[src/hw/rtl/rgbs_pkg.sv]
package rgbs_pkg;

    // Frame store geometry (both sizes are powers of two)
    localparam int MAX_SRC_WIDTH  = 256;
    localparam int MAX_SRC_HEIGHT = 256;
    localparam int COL_IDX_W      = $clog2(MAX_SRC_WIDTH);
    localparam int ROW_IDX_W      = $clog2(MAX_SRC_HEIGHT);
    localparam int ADDR_W         = COL_IDX_W + ROW_IDX_W;
    localparam int STORE_DEPTH    = MAX_SRC_WIDTH * MAX_SRC_HEIGHT;
    localparam int CHAN_W         = 8;
    localparam int NUM_CHAN       = 3;
    localparam int PIX_W          = NUM_CHAN * CHAN_W;

    // Field and register widths
    localparam int COORD_W    = 10;
    localparam int SRC_SIZE_W = 9;
    localparam int DST_SIZE_W = 11;
    localparam int SCALE_W    = 25;
    localparam int FRAC_BITS  = 16;

    // Arithmetic widths
    localparam int PROD_W = COORD_W + SCALE_W;
    localparam int INT_W  = PROD_W - FRAC_BITS;
    localparam int OMF_W  = FRAC_BITS + 1;
    localparam int WGT_W  = 2 * FRAC_BITS + 1;
    localparam int ACC_W  = 2 * FRAC_BITS + CHAN_W;
    localparam logic [OMF_W-1:0]   ONE_FX  = OMF_W'(1) << FRAC_BITS;
    localparam logic [WGT_W+1:0]   WGT_SUM = (WGT_W + 2)'(1) << (2 * FRAC_BITS);

    // Stream and configuration port widths
    localparam int IN_DATA_W  = 8 * ((2 * COORD_W + PIX_W + 7) / 8);
    localparam int OUT_DATA_W = 8 * ((PIX_W + 7) / 8);
    localparam int CFG_IDX_W  = 3;
    localparam int CFG_DATA_W = SCALE_W;

    // Register indexes
    localparam logic [CFG_IDX_W-1:0] CFG_SRC_WIDTH   = 3'd0;
    localparam logic [CFG_IDX_W-1:0] CFG_SRC_HEIGHT  = 3'd1;
    localparam logic [CFG_IDX_W-1:0] CFG_DST_WIDTH   = 3'd2;
    localparam logic [CFG_IDX_W-1:0] CFG_DST_HEIGHT  = 3'd3;
    localparam logic [CFG_IDX_W-1:0] CFG_HOR_SCALE   = 3'd4;
    localparam logic [CFG_IDX_W-1:0] CFG_VERT_SCALE  = 3'd5;
    localparam logic [CFG_IDX_W-1:0] CFG_FILTER_MODE = 3'd6;

    // Item kinds and filter modes
    localparam logic MODE_LOAD      = 1'b0;
    localparam logic MODE_REQUEST   = 1'b1;
    localparam logic FILTER_NEAREST = 1'b0;
    localparam logic FILTER_BILIN   = 1'b1;

    // Neighbour read order
    localparam logic [1:0] NB_X0Y0 = 2'd0;
    localparam logic [1:0] NB_X1Y0 = 2'd1;
    localparam logic [1:0] NB_X0Y1 = 2'd2;
    localparam logic [1:0] NB_X1Y1 = 2'd3;

    typedef struct packed {
        logic       take;
        logic       mult;
        logic       index;
        logic       rd;
        logic [1:0] rd_sel;
        logic       mac;
        logic       mac_first;
        logic [1:0] mac_sel;
        logic       emit;
    } cmd_t;

    typedef struct packed {
        logic in_req;
        logic in_err;
        logic out_space;
    } sts_t;

endpackage

[src/hw/rtl/rgbs_ctrl.sv]
module rgbs_ctrl
    import rgbs_pkg::*;
(
    input  logic clk,
    input  logic rst_n,
    input  logic s_tvalid,
    output logic s_tready,
    input  sts_t sts,
    output cmd_t cmd
);

    typedef enum logic [5:0] {
        ST_IDLE  = 6'b000001,
        ST_MULT  = 6'b000010,
        ST_INDEX = 6'b000100,
        ST_READ  = 6'b001000,
        ST_LAST  = 6'b010000,
        ST_EMIT  = 6'b100000
    } state_t;

    state_t     state_reg, state_next;
    logic [1:0] cnt_reg, cnt_next;

    always_ff @(posedge clk or negedge rst_n)
    begin
        if (!rst_n)
        begin
            state_reg <= ST_IDLE;
            cnt_reg   <= '0;
        end
        else
        begin
            state_reg <= state_next;
            cnt_reg   <= cnt_next;
        end
    end

    always_comb
    begin
        state_next = state_reg;
        cnt_next   = cnt_reg;
        cmd        = '0;
        s_tready   = 1'b0;
        case (state_reg)
            ST_IDLE:
            begin
                s_tready = 1'b1;
                if (s_tvalid)
                begin
                    cmd.take = 1'b1;
                    if (sts.in_req)
                    begin
                        state_next = sts.in_err ? ST_EMIT : ST_MULT;
                    end
                end
            end
            ST_MULT:
            begin
                cmd.mult   = 1'b1;
                state_next = ST_INDEX;
            end
            ST_INDEX:
            begin
                cmd.index  = 1'b1;
                cnt_next   = NB_X0Y0;
                state_next = ST_READ;
            end
            ST_READ:
            begin
                // issue one neighbour read, accumulate the one fetched last cycle
                cmd.rd        = 1'b1;
                cmd.rd_sel    = cnt_reg;
                cmd.mac       = (cnt_reg != NB_X0Y0);
                cmd.mac_first = (cnt_reg == NB_X1Y0);
                cmd.mac_sel   = cnt_reg - 2'd1;
                cnt_next      = cnt_reg + 2'd1;
                if (cnt_reg == NB_X1Y1)
                begin
                    state_next = ST_LAST;
                end
            end
            ST_LAST:
            begin
                cmd.mac     = 1'b1;
                cmd.mac_sel = NB_X1Y1;
                state_next  = ST_EMIT;
            end
            ST_EMIT:
            begin
                if (sts.out_space)
                begin
                    cmd.emit   = 1'b1;
                    state_next = ST_IDLE;
                end
            end
            default:
            begin
                state_next = ST_IDLE;
            end
        endcase
    end

    a_index_to_read: assert property (@(posedge clk) disable iff (!rst_n)
        (state_reg == ST_INDEX) |=> (state_reg == ST_READ && cnt_reg == NB_X0Y0))
        else $error("read sequence did not start at the first neighbour");

    a_four_reads: assert property (@(posedge clk) disable iff (!rst_n)
        (state_reg == ST_LAST) |-> ($past(state_reg) == ST_READ && $past(cnt_reg) == NB_X1Y1))
        else $error("final accumulate reached without four reads");

    a_load_stays_idle: assert property (@(posedge clk) disable iff (!rst_n)
        (cmd.take && !sts.in_req) |=> (state_reg == ST_IDLE))
        else $error("load transfer left the idle state");

endmodule

[config.mk]
export PLATFORM = sky130hd
export DESIGN_NAME = rgbs_ctrl
export DESIGN_NICKNAME = d
export VERILOG_FILES = /design/src/hw/rtl/rgbs_pkg.sv /design/src/hw/rtl/rgbs_ctrl.sv
export SDC_FILE = /design/constraint.sdc
export NUM_CORES = 1
export LEC_CHECK = 0
export ABC_CLOCK_PERIOD_IN_PS = 1800
export BUFFER_PORTS_ARGS = -buffer_cell sky130_fd_sc_hd__buf_2
export CAP_MARGIN = 0
export CORE_MARGIN = 1.5
export CORE_UTILIZATION = 45
export DETAILED_ROUTE_END_ITERATION = 7
export PLACE_DENSITY_LB_ADDON = 0.25
export SYNTH_ARGS = -nofsm -noshare
export SYNTH_HDL_FRONTEND = slang
export SYNTH_SLANG_ARGS = --single-unit
[constraint.sdc]
create_clock -name clk -period 1.8 [get_ports clk]
set_input_delay 0.36 -clock clk [delete_from_list [all_inputs] [get_ports clk]]
set_output_delay 0.36 -clock clk [all_outputs]
set_load 0.02 [all_outputs]
==> results.md, run 1 <==
* Status: finished with violations
* Failing checks: setup timing
* Die height at 41.1 um
* Grt met2 use at 38.7%
* ANT nets after route at 0
* Compound-Gate Fraction of Synth Area at 14.6%
* TritonCTS buffer count at 3
* Post-Syn Area at 653 um2
* Area leader, netlist: dfrtp_1
* Endpoint type of the worst setup path: output pin
* EDFF count, synth at 0
* Global route overflow at 0
* Setup TNS at -1.19 ns
* Hold Crit Class: primary input to flop
* IR drop worst, VDD at 0.612 mV
* CTS tree: yes
* Core area at 0.00133 mm2
* Family with the most delay on the worst path: simple AND/OR/NAND/NOR gates
* Fin nets at 112
* CTS clk-pin slew, worst paths at 0.06 ns
* Main area contributors after synthesis: dfrtp_1 27%, ha_1 5.7%, dfstp_2 4.0%
* Switching Share at 40.6%
* ANT cells at 0
* RSZ-0062 raised after global routing: true
* Worst-Margin Slew at 0.300 ns
* Die footprint at 0.00169 mm2
* Clk network pwr share at 11.9%
* Die W at 41.1 um
* Main combinational cell family by area after synthesis: simple AND/OR/NAND/NOR gates
* DRT Wirelength at 1790 um
* Layout cell share with drive strength beyond 1 at 62.7%
* Root Buffer: clkbuf_4
* Hpwl dp at 1070 um
* Max Cap Viol at 0
* Vias after detailed routing at 623
* Seq cells post-synth at 8
* Top-area cell type share of the netlist area at 26.8%
* Max FFs per register at 6
* FF-to-FF setup slack at 0.22 ns
* I/O Buffers at 17
* Final setup fails at 11
* Initial antenna violation count at 0
* NetSw at 0.540 mW
* Slowest stage delay, CP at 0.42 ns
* First-pass GRT wire length at 2380 um
* Syn nets at 76
* Critical path cell sequence: nor4_4 > nand3b_4 > inv_4 > and2_4 > buf_6
* Critical Path Fanout Max at 7
* GR peak layer: met2
* Largest net degree at the start of global routing at 9
* Max Freq at 507 MHz
* Mux cell area share after synthesis at 3.83%
* Int Pwr at 0.792 mW
* Fraction of synthesized cell area in xor and xnor cells at 1.34%
* CP Depth at 5
* Synthesis Warnings at 0
* Final period utilization at 110%
* Synth Instances at 67
* Slowest cell on the critical path: dfrtp_2
* Fraction of the mapped netlist area in simple logic gates at 37.4%
* Sequential fraction of the synthesis area at 30.8%
* Synth cell types at 37
* FP Rows at 13
* Layout area overhead at 53.3%
* Pwr/cell area at 1330 mW/mm2
* Synth async-reset ratio at 100%
* Clk_lat worst skew at 0.27 ns
* CP Launch Point: state_reg[4]
* Clk sinks at 8
* Leak Pwr at 0.521 nW
* Slew margin rel. at 79.9%
* Vias per inst at 5.32
* Prevailing post-synth register cell: dfrtp_1
* Initial Utilization at 49.0%
* Commonest non-fill, non-tap cell in the layout: buf_4
* Tmin final at 1.97 ns
* All-layer global routing usage at 23.3%
* Iter 0 DRT Violations at 10
* Gp weighted congestion at 0.771
* Critical Path RT at 1.44 ns
* Final hold violations at 0
* Drt pass-1 iters at 4
* Adder-Cell Fraction of Synth Area at 5.75%
* Vias in the first global route at 498
* Register share of total power at 26.4%
* Worst path bufs/invs at 2
* I/O Pins at 18
* Final setup margin at -0.172 ns
* Met3 GRT Util at 8.70%
* Reg-to-reg endpoint: state_reg[1]
* Comb power frac at 61.7%
* Worst R2R Start: state_reg[3]
* R2R cell count at 6
* Detailed-route DRC error count at 0
* Setup CP Type: flop to output pin
* Layout fillers at 104
* Synth Area per Inst at 9.75 um2
* Crit path DAT at 1.61 ns
* Final Max Slew Viols at 0
* Worst Setup EP: cmd[3]
* H-tree depth at 1
* Maximum clock insertion buffer count at 2
* Smallest hold slack at 0.274 ns
* Average wire per cell in the routed design at 15.3 um
* Commonest non-fill, non-tap cells in the layout: 21 x buf_4, 7 x buf_6, 6 x buf_2
* Setup crit start kind: flop
* Worst-case clock skew at 0.0102 ns
* Grt met1 use at 26.5%
## worst min path at each step
stage / from / slack [ns] / cells after the start / end
2_1_floorplan: rst_n / 0.06 / 0 / cnt_reg[0]
3_3_place_gp: rst_n / 0.21 / 1 / state_reg[2]
3_5_place_dp: rst_n / 0.21 / 1 / state_reg[2]
4_1_cts: sts[1] / 0.27 / 2 / state_reg[1]
5_1_grt: sts[1] / 0.27 / 2 / state_reg[1]
6_report: sts[1] / 0.27 / 2 / state_reg[1]
## per-layer routing
metal	wire (um)	share of wire, %
met4	38	2.1
met2	922	52
met1	754	42
met5	0	0
met3	71	4.0
## final cells by class
cell class                      instances  area, um2  area share, %
Inverter                                4       17.5           1.75
Multi-Input combinational cell         51        454           45.4
Clock buffer                            4       26.3           2.63
Sequential cell                         8        208           20.7
Tap cell                               15       18.8           1.88
Timing Repair Buffer                   35        277           27.6
## per-stage QoR
step / power [mW] / setup WS [ns] / instance area (um2) / utilization, % / instances
2_1_floorplan: 0.788 / 0.0713 / 653 / - / 67
3_3_place_gp: 0.922 / 0.0696 / 753 / 56.5 / 98
3_5_place_dp: 0.933 / 0.0283 / 753 / 56.5 / 98
4_1_cts: 1.19 / -0.141 / 908 / 68.1 / 110
5_1_grt: 1.42 / -0.243 / 1000 / 75.0 / 117
6_report: 1.33 / -0.172 / 1000 / 75.0 / 117
## logic make-up after synthesis
logic type,count (synthesis)
AOI/OAI and AO/OA,14
muxes,2
adders and majority gates,3
and+or+nand+nor,31
buffers and inverters,8
xor gates and xnor gates,1
DFF,8
## Yosys cell counts, drive strengths merged (3+ instances only)
cell   number
o21ai       6
dfrtp       7
nor2b       3
nor3b       3
inv         4
ha          3
a21oi       3
buf         4
nor4        3
nand2       4
nor2        6
## timing repair
item | CTS | global route
pin swaps | 6 | 9
setup endpoints to repair | 12 | 12
hold buffers | 1 | 0
buffers inserted | 7 | 7
gates resized for setup | 21 | 12
hold endpoints to repair | 7 | 0
## power groups by stage
stage	registers [mW]	clock network (mW)	logic, mW
after detailed placement	0.347	0	0.585
after CTS	0.347	0.161	0.682
final	0.352	0.159	0.822
after global routing	0.362	0.169	0.888
after global placement	0.345	0	0.577
after floorplan	0.285	0	0.504
Note: power is estimated with default switching activity, not from simulation.
==> inputs of run 2 (changes only) <==
--- a/config.mk
+++ b/config.mk
@@ -12,6 +12,7 @@
 export CORE_UTILIZATION = 45
 export DETAILED_ROUTE_END_ITERATION = 7
 export PLACE_DENSITY_LB_ADDON = 0.25
+export RECOVER_POWER = 50
 export SYNTH_ARGS = -nofsm -noshare
 export SYNTH_HDL_FRONTEND = slang
 export SYNTH_SLANG_ARGS = --single-unit
==> results.md, run 2 (synthesis gave the netlist of run 1 again) <==
* Status: finished with violations (unchanged)
* Failing checks: setup timing (unchanged)
* Final period utilization at 110% (unchanged)
* All-layer global routing usage at 23.3% (unchanged)
* Die height at 41.1 um (unchanged)
* ANT nets after route at 0 (unchanged)
* Cell area after placement at 753 um2 (unchanged)
* Clk_lat worst skew at 0.27 ns (about the same)
* CTS tree: yes (unchanged)
* Hpwl dp at 1070 um (unchanged)
* IR drop worst, VDD at 0.612 mV (about the same)
* TritonCTS buffer count at 3 (unchanged)
* Largest net degree at the start of global routing at 9 (unchanged)
* Endpoint type of the worst setup path: output pin (unchanged)
* Gp weighted congestion at 0.771 (unchanged)
* Pwr/cell area at 1330 mW/mm2 (about the same)
* I/O Pins at 18 (unchanged)
* Vias per inst at 5.32 (unchanged)
* Slew margin rel. at 68.4% (was 79.9%)
* Layout area overhead at 53.1% (was 53.3%)
* Post-route cell area at 1000 um2 (was 0.00100 mm2)
* Critical Path RT at 1.44 ns (about the same)
* Vias after detailed routing at 623 (unchanged)
* Crit path DAT at 1.61 ns (about the same)
* H-tree depth at 1 (unchanged)
* Setup CP Type: flop to output pin (unchanged)
* Layout fillers at 105 (was 104)
* Area of the multi-input gates at 454 um2 (unchanged)
* Commonest non-fill, non-tap cell in the layout: buf_4 (unchanged)
* FP Rows at 13 (unchanged)
* ANT cells at 0 (unchanged)
* DRT Wirelength at 1790 um (about the same)
* Fin nets at 112 (unchanged)
* Leak Pwr at 0.518 nW (was 0.521 nW)
* Average wire per cell in the routed design at 15.3 um (about the same)
* Initial antenna violation count at 0 (unchanged)
* Final hold violations at 0 (unchanged)
* Final Max Slew Viols at 0 (unchanged)
* First-pass GRT wire length at 2380 um (unchanged)
* Die W at 41.1 um (unchanged)
* Setup crit start kind: flop (unchanged)
* Core area at 0.00133 mm2 (unchanged)
* Max Freq at 507 MHz (unchanged)
* Detailed-route DRC error count at 0 (unchanged)
* Worst-Margin Slew at 0.474 ns (was 0.300 ns)
* Initial Utilization at 49.0% (unchanged)
* Critical Path Fanout Max at 7 (unchanged)
* Post-layout util at 75.0% (about the same)
* Global route overflow at 0 (unchanged)
* Hold Crit Class: primary input to flop (unchanged)
* Clk sinks at 8 (unchanged)
* Vias in the first global route at 498 (unchanged)
* RSZ-0062 raised after global routing: true (unchanged)
* Root Buffer: clkbuf_4 (unchanged)
* Final setup fails at 11 (unchanged)
* Maximum clock insertion buffer count at 2 (unchanged)
* R2R cell count at 6 (unchanged)
* Layout cell share with drive strength beyond 1 at 61.8% (was 62.7%)
* Iter 0 DRT Violations at 10 (unchanged)
* Max FFs per register at 6 (unchanged)
* Drt pass-1 iters at 4 (unchanged)
* Worst-case clock skew at 0.0102 ns (unchanged)
* Final setup margin at -0.172 ns (unchanged)
* Tmin final at 1.97 ns (unchanged)
* Commonest non-fill, non-tap cells in the layout: 21 x buf_4, 7 x buf_6, 5 x buf_2, 5 x dfrtp_2 (was 21 x buf_4, 7 x buf_6, 6 x buf_2)
* Hold path depth at 2 (unchanged)
* Max Cap Viol at 0 (unchanged)
* I/O Buffers at 17 (unchanged)
* CTS clk-pin slew, worst paths at 0.06 ns (about the same)
* Reg area at 208 um2 (unchanged)
* Die footprint at 0.00169 mm2 (unchanged)
[run 2: cell types whose count changed in the layout (fill, tap and decap cells not counted)]
cell / previous run / this run
buf_2: 6 / 5
clkbuf_1: 1 / 2
[run 2: worst paths after layout]
kind                               from      endpoint  slack (ns)
max                        state_reg[4]        cmd[3]       -0.17
min                              sts[1]  state_reg[1]        0.27
max reg2reg                state_reg[3]  state_reg[1]        0.22
min reg2reg                  cnt_reg[1]    cnt_reg[1]        0.66
max in group asynchronous         rst_n  state_reg[5]        0.88
min in group asynchronous         rst_n    cnt_reg[0]        0.56
[run 2: power by group]
group	total (mW)	switching, mW	leakage, nW	internal (mW)
sequential	0.352	0.108	0.0936	0.244
clock	0.159	0.0732	0.0150	0.0855
combinational	0.822	0.360	0.410	0.462
[run 2: layer usage]
layer	share of wire (%)	GRT usage [%]	up-vias
met1	42	26.5	292
li1	-	-	309
met4	2.1	9.68	0
met5	0	0	-
met3	4.4	8.70	4
met2	52	38.7	18
[run 2: through the flow]
step	hold WS [ns]	TNS, ns	setup WS, ns	power (mW)	std cells
final	0.274	-1.19	-0.172	1.33	117
after global routing	0.269	-2.04	-0.243	1.42	117
after CTS	0.269	-1.07	-0.141	1.19	110
after detailed placement	0.214	0	0.0283	0.933	98
after global placement	0.214	0	0.0696	0.922	98
after floorplan	0.0644	0	0.0713	0.788	67
[run 2: final cells by class]
class	count	area share, %
multi-input combinational	51	45.4
timing repair buffer	35	27.5
sequential	8	20.8
clock buffer	4	2.63
tap	15	1.88
inverter	4	1.75
[run 2: timing repair]
item                                   4_1_cts  5_1_grt
endpoints found under the hold margin        7        0
setup endpoints to repair                   12       12
pin swaps                                    6        9
setup buffers                                7        7
resized for setup                           21       12
hold buffers                                 1        0
[run 2: critical path: stages, from the launching register on]
cell and delay [ns]:
dfrtp_2 0.42, nor4_4 0.36, nand3b_4 0.20, inv_4 0.11
and2_4 0.14, buf_6 0.11
==> inputs of run 3 (changes only) <==
--- a/config.mk
+++ b/config.mk
@@ -8,7 +8,6 @@
 export ABC_CLOCK_PERIOD_IN_PS = 1800
 export BUFFER_PORTS_ARGS = -buffer_cell sky130_fd_sc_hd__buf_2
 export CAP_MARGIN = 0
-export CORE_MARGIN = 1.5
 export CORE_UTILIZATION = 45
 export DETAILED_ROUTE_END_ITERATION = 7
 export PLACE_DENSITY_LB_ADDON = 0.25
==> results.md, run 3 (synthesis gave the netlist of run 1 again) <==
* Clk network pwr share at 11.5% (was 11.9%)
* IR drop worst, VDD at 0.915 mV (was 0.612 mV)
* DRT Wirelength at 1940 um (was 1790 um)
* I/O Buffers at 17 (unchanged)
* Iter 0 DRT Violations at 7 (was 10)
* Drt pass-1 iters at 4 (unchanged)
* All-layer global routing usage at 27.3% (was 23.3%)
* TritonCTS buffer count at 3 (unchanged)
* Slowest stage delay, CP at 0.44 ns (was 0.42 ns)
* Final hold violations at 0 (unchanged)
* Final period utilization at 108% (was 110%)
* Commonest non-fill, non-tap cells in the layout: 21 x buf_4, 8 x buf_6, 5 x nor2_1, 5 x buf_2 (was 21 x buf_4, 7 x buf_6, 5 x buf_2, 5 x dfrtp_2)
* I/O Pins at 18 (unchanged)
* Final setup margin at -0.146 ns (was -0.172 ns)
* Status: finished with violations (unchanged)
* Die footprint at 0.00161 mm2 (was 0.00169 mm2)
* Hold Crit Class: primary input to flop (unchanged)
* FF-to-FF setup slack at 0.16 ns (was 0.22 ns)
* Smallest hold slack at 0.273 ns (was 0.274 ns)
* Worst Hold End: state_reg[1] (unchanged)
* Die height at 40.1 um (was 41.1 um)
* First-pass GRT wire length at 2830 um (was 2380 um)
* Switching Share at 40.9% (was 40.6%)
* Pwr/cell area at 1390 mW/mm2 (was 1330 mW/mm2)
* CTS tree: yes (unchanged)
* Critical path cell sequence: nor4_4 > nand3b_4 > inv_4 > and2_4 > buf_6 (unchanged)
* Layout cell share with drive strength beyond 1 at 60.2% (was 61.8%)
* ANT cells at 0 (unchanged)
* Max Freq at 514 MHz (was 507 MHz)
* Average wire per cell in the routed design at 16.4 um (was 15.3 um)
* Vias per inst at 5.20 (was 5.32)
* Initial Utilization at 49.6% (was 49.0%)
* Initial antenna violation count at 0 (unchanged)
* H-tree depth at 1 (unchanged)
* NetSw at 0.570 mW (was 0.541 mW)
* Crit path DAT at 1.59 ns (was 1.61 ns)
* Worst-Margin Slew at 0.467 ns (was 0.474 ns)
* Root Buffer: clkbuf_4 (unchanged)
* Maximum clock insertion buffer count at 2 (unchanged)
* Endpoint type of the worst setup path: output pin (unchanged)
* R2R cell count at 6 (unchanged)
* Die W at 40.1 um (was 41.1 um)
* Reg-to-reg endpoint: state_reg[0] (was state_reg[1])
* Worst-case clock skew at 0.000598 ns (was 0.0102 ns)
* Core area at 0.00132 mm2 (was 0.00133 mm2)
* RSZ-0062 raised after global routing: true (unchanged)
* Critical Path Fanout Max at 7 (unchanged)
* Layout area overhead at 54.0% (was 53.1%)
* Worst path bufs/invs at 2 (unchanged)
* Comb power frac at 64.1% (was 61.7%)
* Family with the most delay on the worst path: simple AND/OR/NAND/NOR gates (unchanged)
* Max Cap Viol at 0 (unchanged)
* Final setup fails at 12 (was 11)
* Largest net degree at the start of global routing at 9 (unchanged)
* Int Pwr at 0.825 mW (was 0.792 mW)
* FP Rows at 13 (unchanged)
* Setup TNS at -1.09 ns (was -1.19 ns)
* Critical Path RT at 1.44 ns (about the same)
* Global route overflow at 0 (unchanged)
* Failing checks: setup timing (unchanged)
* Vias in the first global route at 627 (was 498)
* Slowest cell on the critical path: dfrtp_2 (unchanged)
* Register share of total power at 24.4% (was 26.4%)
* Vias after detailed routing at 614 (was 623)
* Setup crit start kind: flop (unchanged)
* Hold path depth at 2 (unchanged)
* Commonest non-fill, non-tap cell in the layout: buf_4 (unchanged)
* Hold Startpoint: sts[1] (unchanged)
* CTS clk-pin slew, worst paths at 0.07 ns (was 0.06 ns)
* Layout fillers at 89 (was 105)
* Max FFs per register at 6 (unchanged)
* Leak Pwr at 0.527 nW (was 0.518 nW)
* Setup CP Type: flop to output pin (unchanged)
* Tmin final at 1.95 ns (was 1.97 ns)
* ANT nets after route at 0 (unchanged)
* Worst R2R Start: state_reg[3] (unchanged)
* Final Max Slew Viols at 0 (unchanged)
* Fin nets at 113 (was 112)
* Clk sinks at 8 (unchanged)
* Detailed-route DRC error count at 0 (unchanged)
* Slew margin rel. at 68.8% (was 68.4%)
* Hpwl dp at 1120 um (was 1070 um)
* Gp weighted congestion at 0.780 (was 0.771)
* Clk_lat worst skew at 0.26 ns (was 0.27 ns)
run 3: cell count changes in the layout (fill, tap and decap cells not counted):
cell | previous run | this run
and3_2 | 1 | 0
and3_4 | 0 | 1
buf_6 | 7 | 8
dfrtp_1 | 2 | 3
dfrtp_2 | 5 | 4
nor2_1 | 4 | 5
nor2_4 | 2 | 1
run 3: final cells by class:
class	count	area, um2	share of cell area [%]
Clock buffer	4	26.3	2.61
Inverter	4	17.5	1.74
Multi-Input combinational cell	51	450	44.8
Sequential cell	8	206	20.5
Tap cell	15	18.8	1.87
Timing Repair Buffer	36	287	28.5
run 3: how the worst max path moves through the flow:
stage / start / end / cells after the start
after detailed placement: state_reg[1] / cmd[3] / 5
final: state_reg[1] / cmd[3] / 5
after global routing: state_reg[1] / cmd[2] / 5
after CTS: state_reg[4] / cmd[3] / 5
after floorplan: state_reg[0] / cmd[3] / 5
after global placement: state_reg[1] / cmd[3] / 5
run 3: metal layers:
layer	wire length, um	track usage [%]	up-vias
met1	834	36.1	280
met4	36	5.17	0
met5	0	0	-
li1	-	-	310
met2	1000	46.0	20
met3	67	5.00	4
run 3: worst reg2reg max path: cells and delay by family (launching register included):
family	cells	cell delay (ns)
AND/OR/NAND/NOR	2	0.45
AO/OA/AOI/OAI	2	0.42
flip-flops	1	0.41
buffers and inverters	2	0.29
run 3: power groups by stage:
stage	logic, mW	clock network, mW	registers, mW
6_report	0.894	0.160	0.340
5_1_grt	0.978	0.170	0.346
4_1_cts	0.827	0.156	0.336
3_5_place_dp	0.661	0	0.324
3_3_place_gp	0.657	0	0.322
2_1_floorplan	0.504	0	0.285
run 3: what timing repair did:
action,CTS,global route
setup endpoints to repair,12,12
hold endpoints to repair,7,0
setup buffers,10,2
cloned,0,0
hold buffers,1,0
gates resized for setup,28,4
pin swaps,12,4
run 3: per-stage QoR:
step           instance area (um2)  power (mW)  utilization (%)  setup slack, ns  instances
3_5_place_dp                   776       0.985             58.9           0.0731        101
2_1_floorplan                  653       0.788                -           0.0713         67
4_1_cts                        980        1.32             74.4           -0.114        116
5_1_grt                       1010        1.49             76.4           -0.238        118
3_3_place_gp                   776       0.979             58.9            0.100        101
6_report                      1010        1.40             76.4           -0.146        118
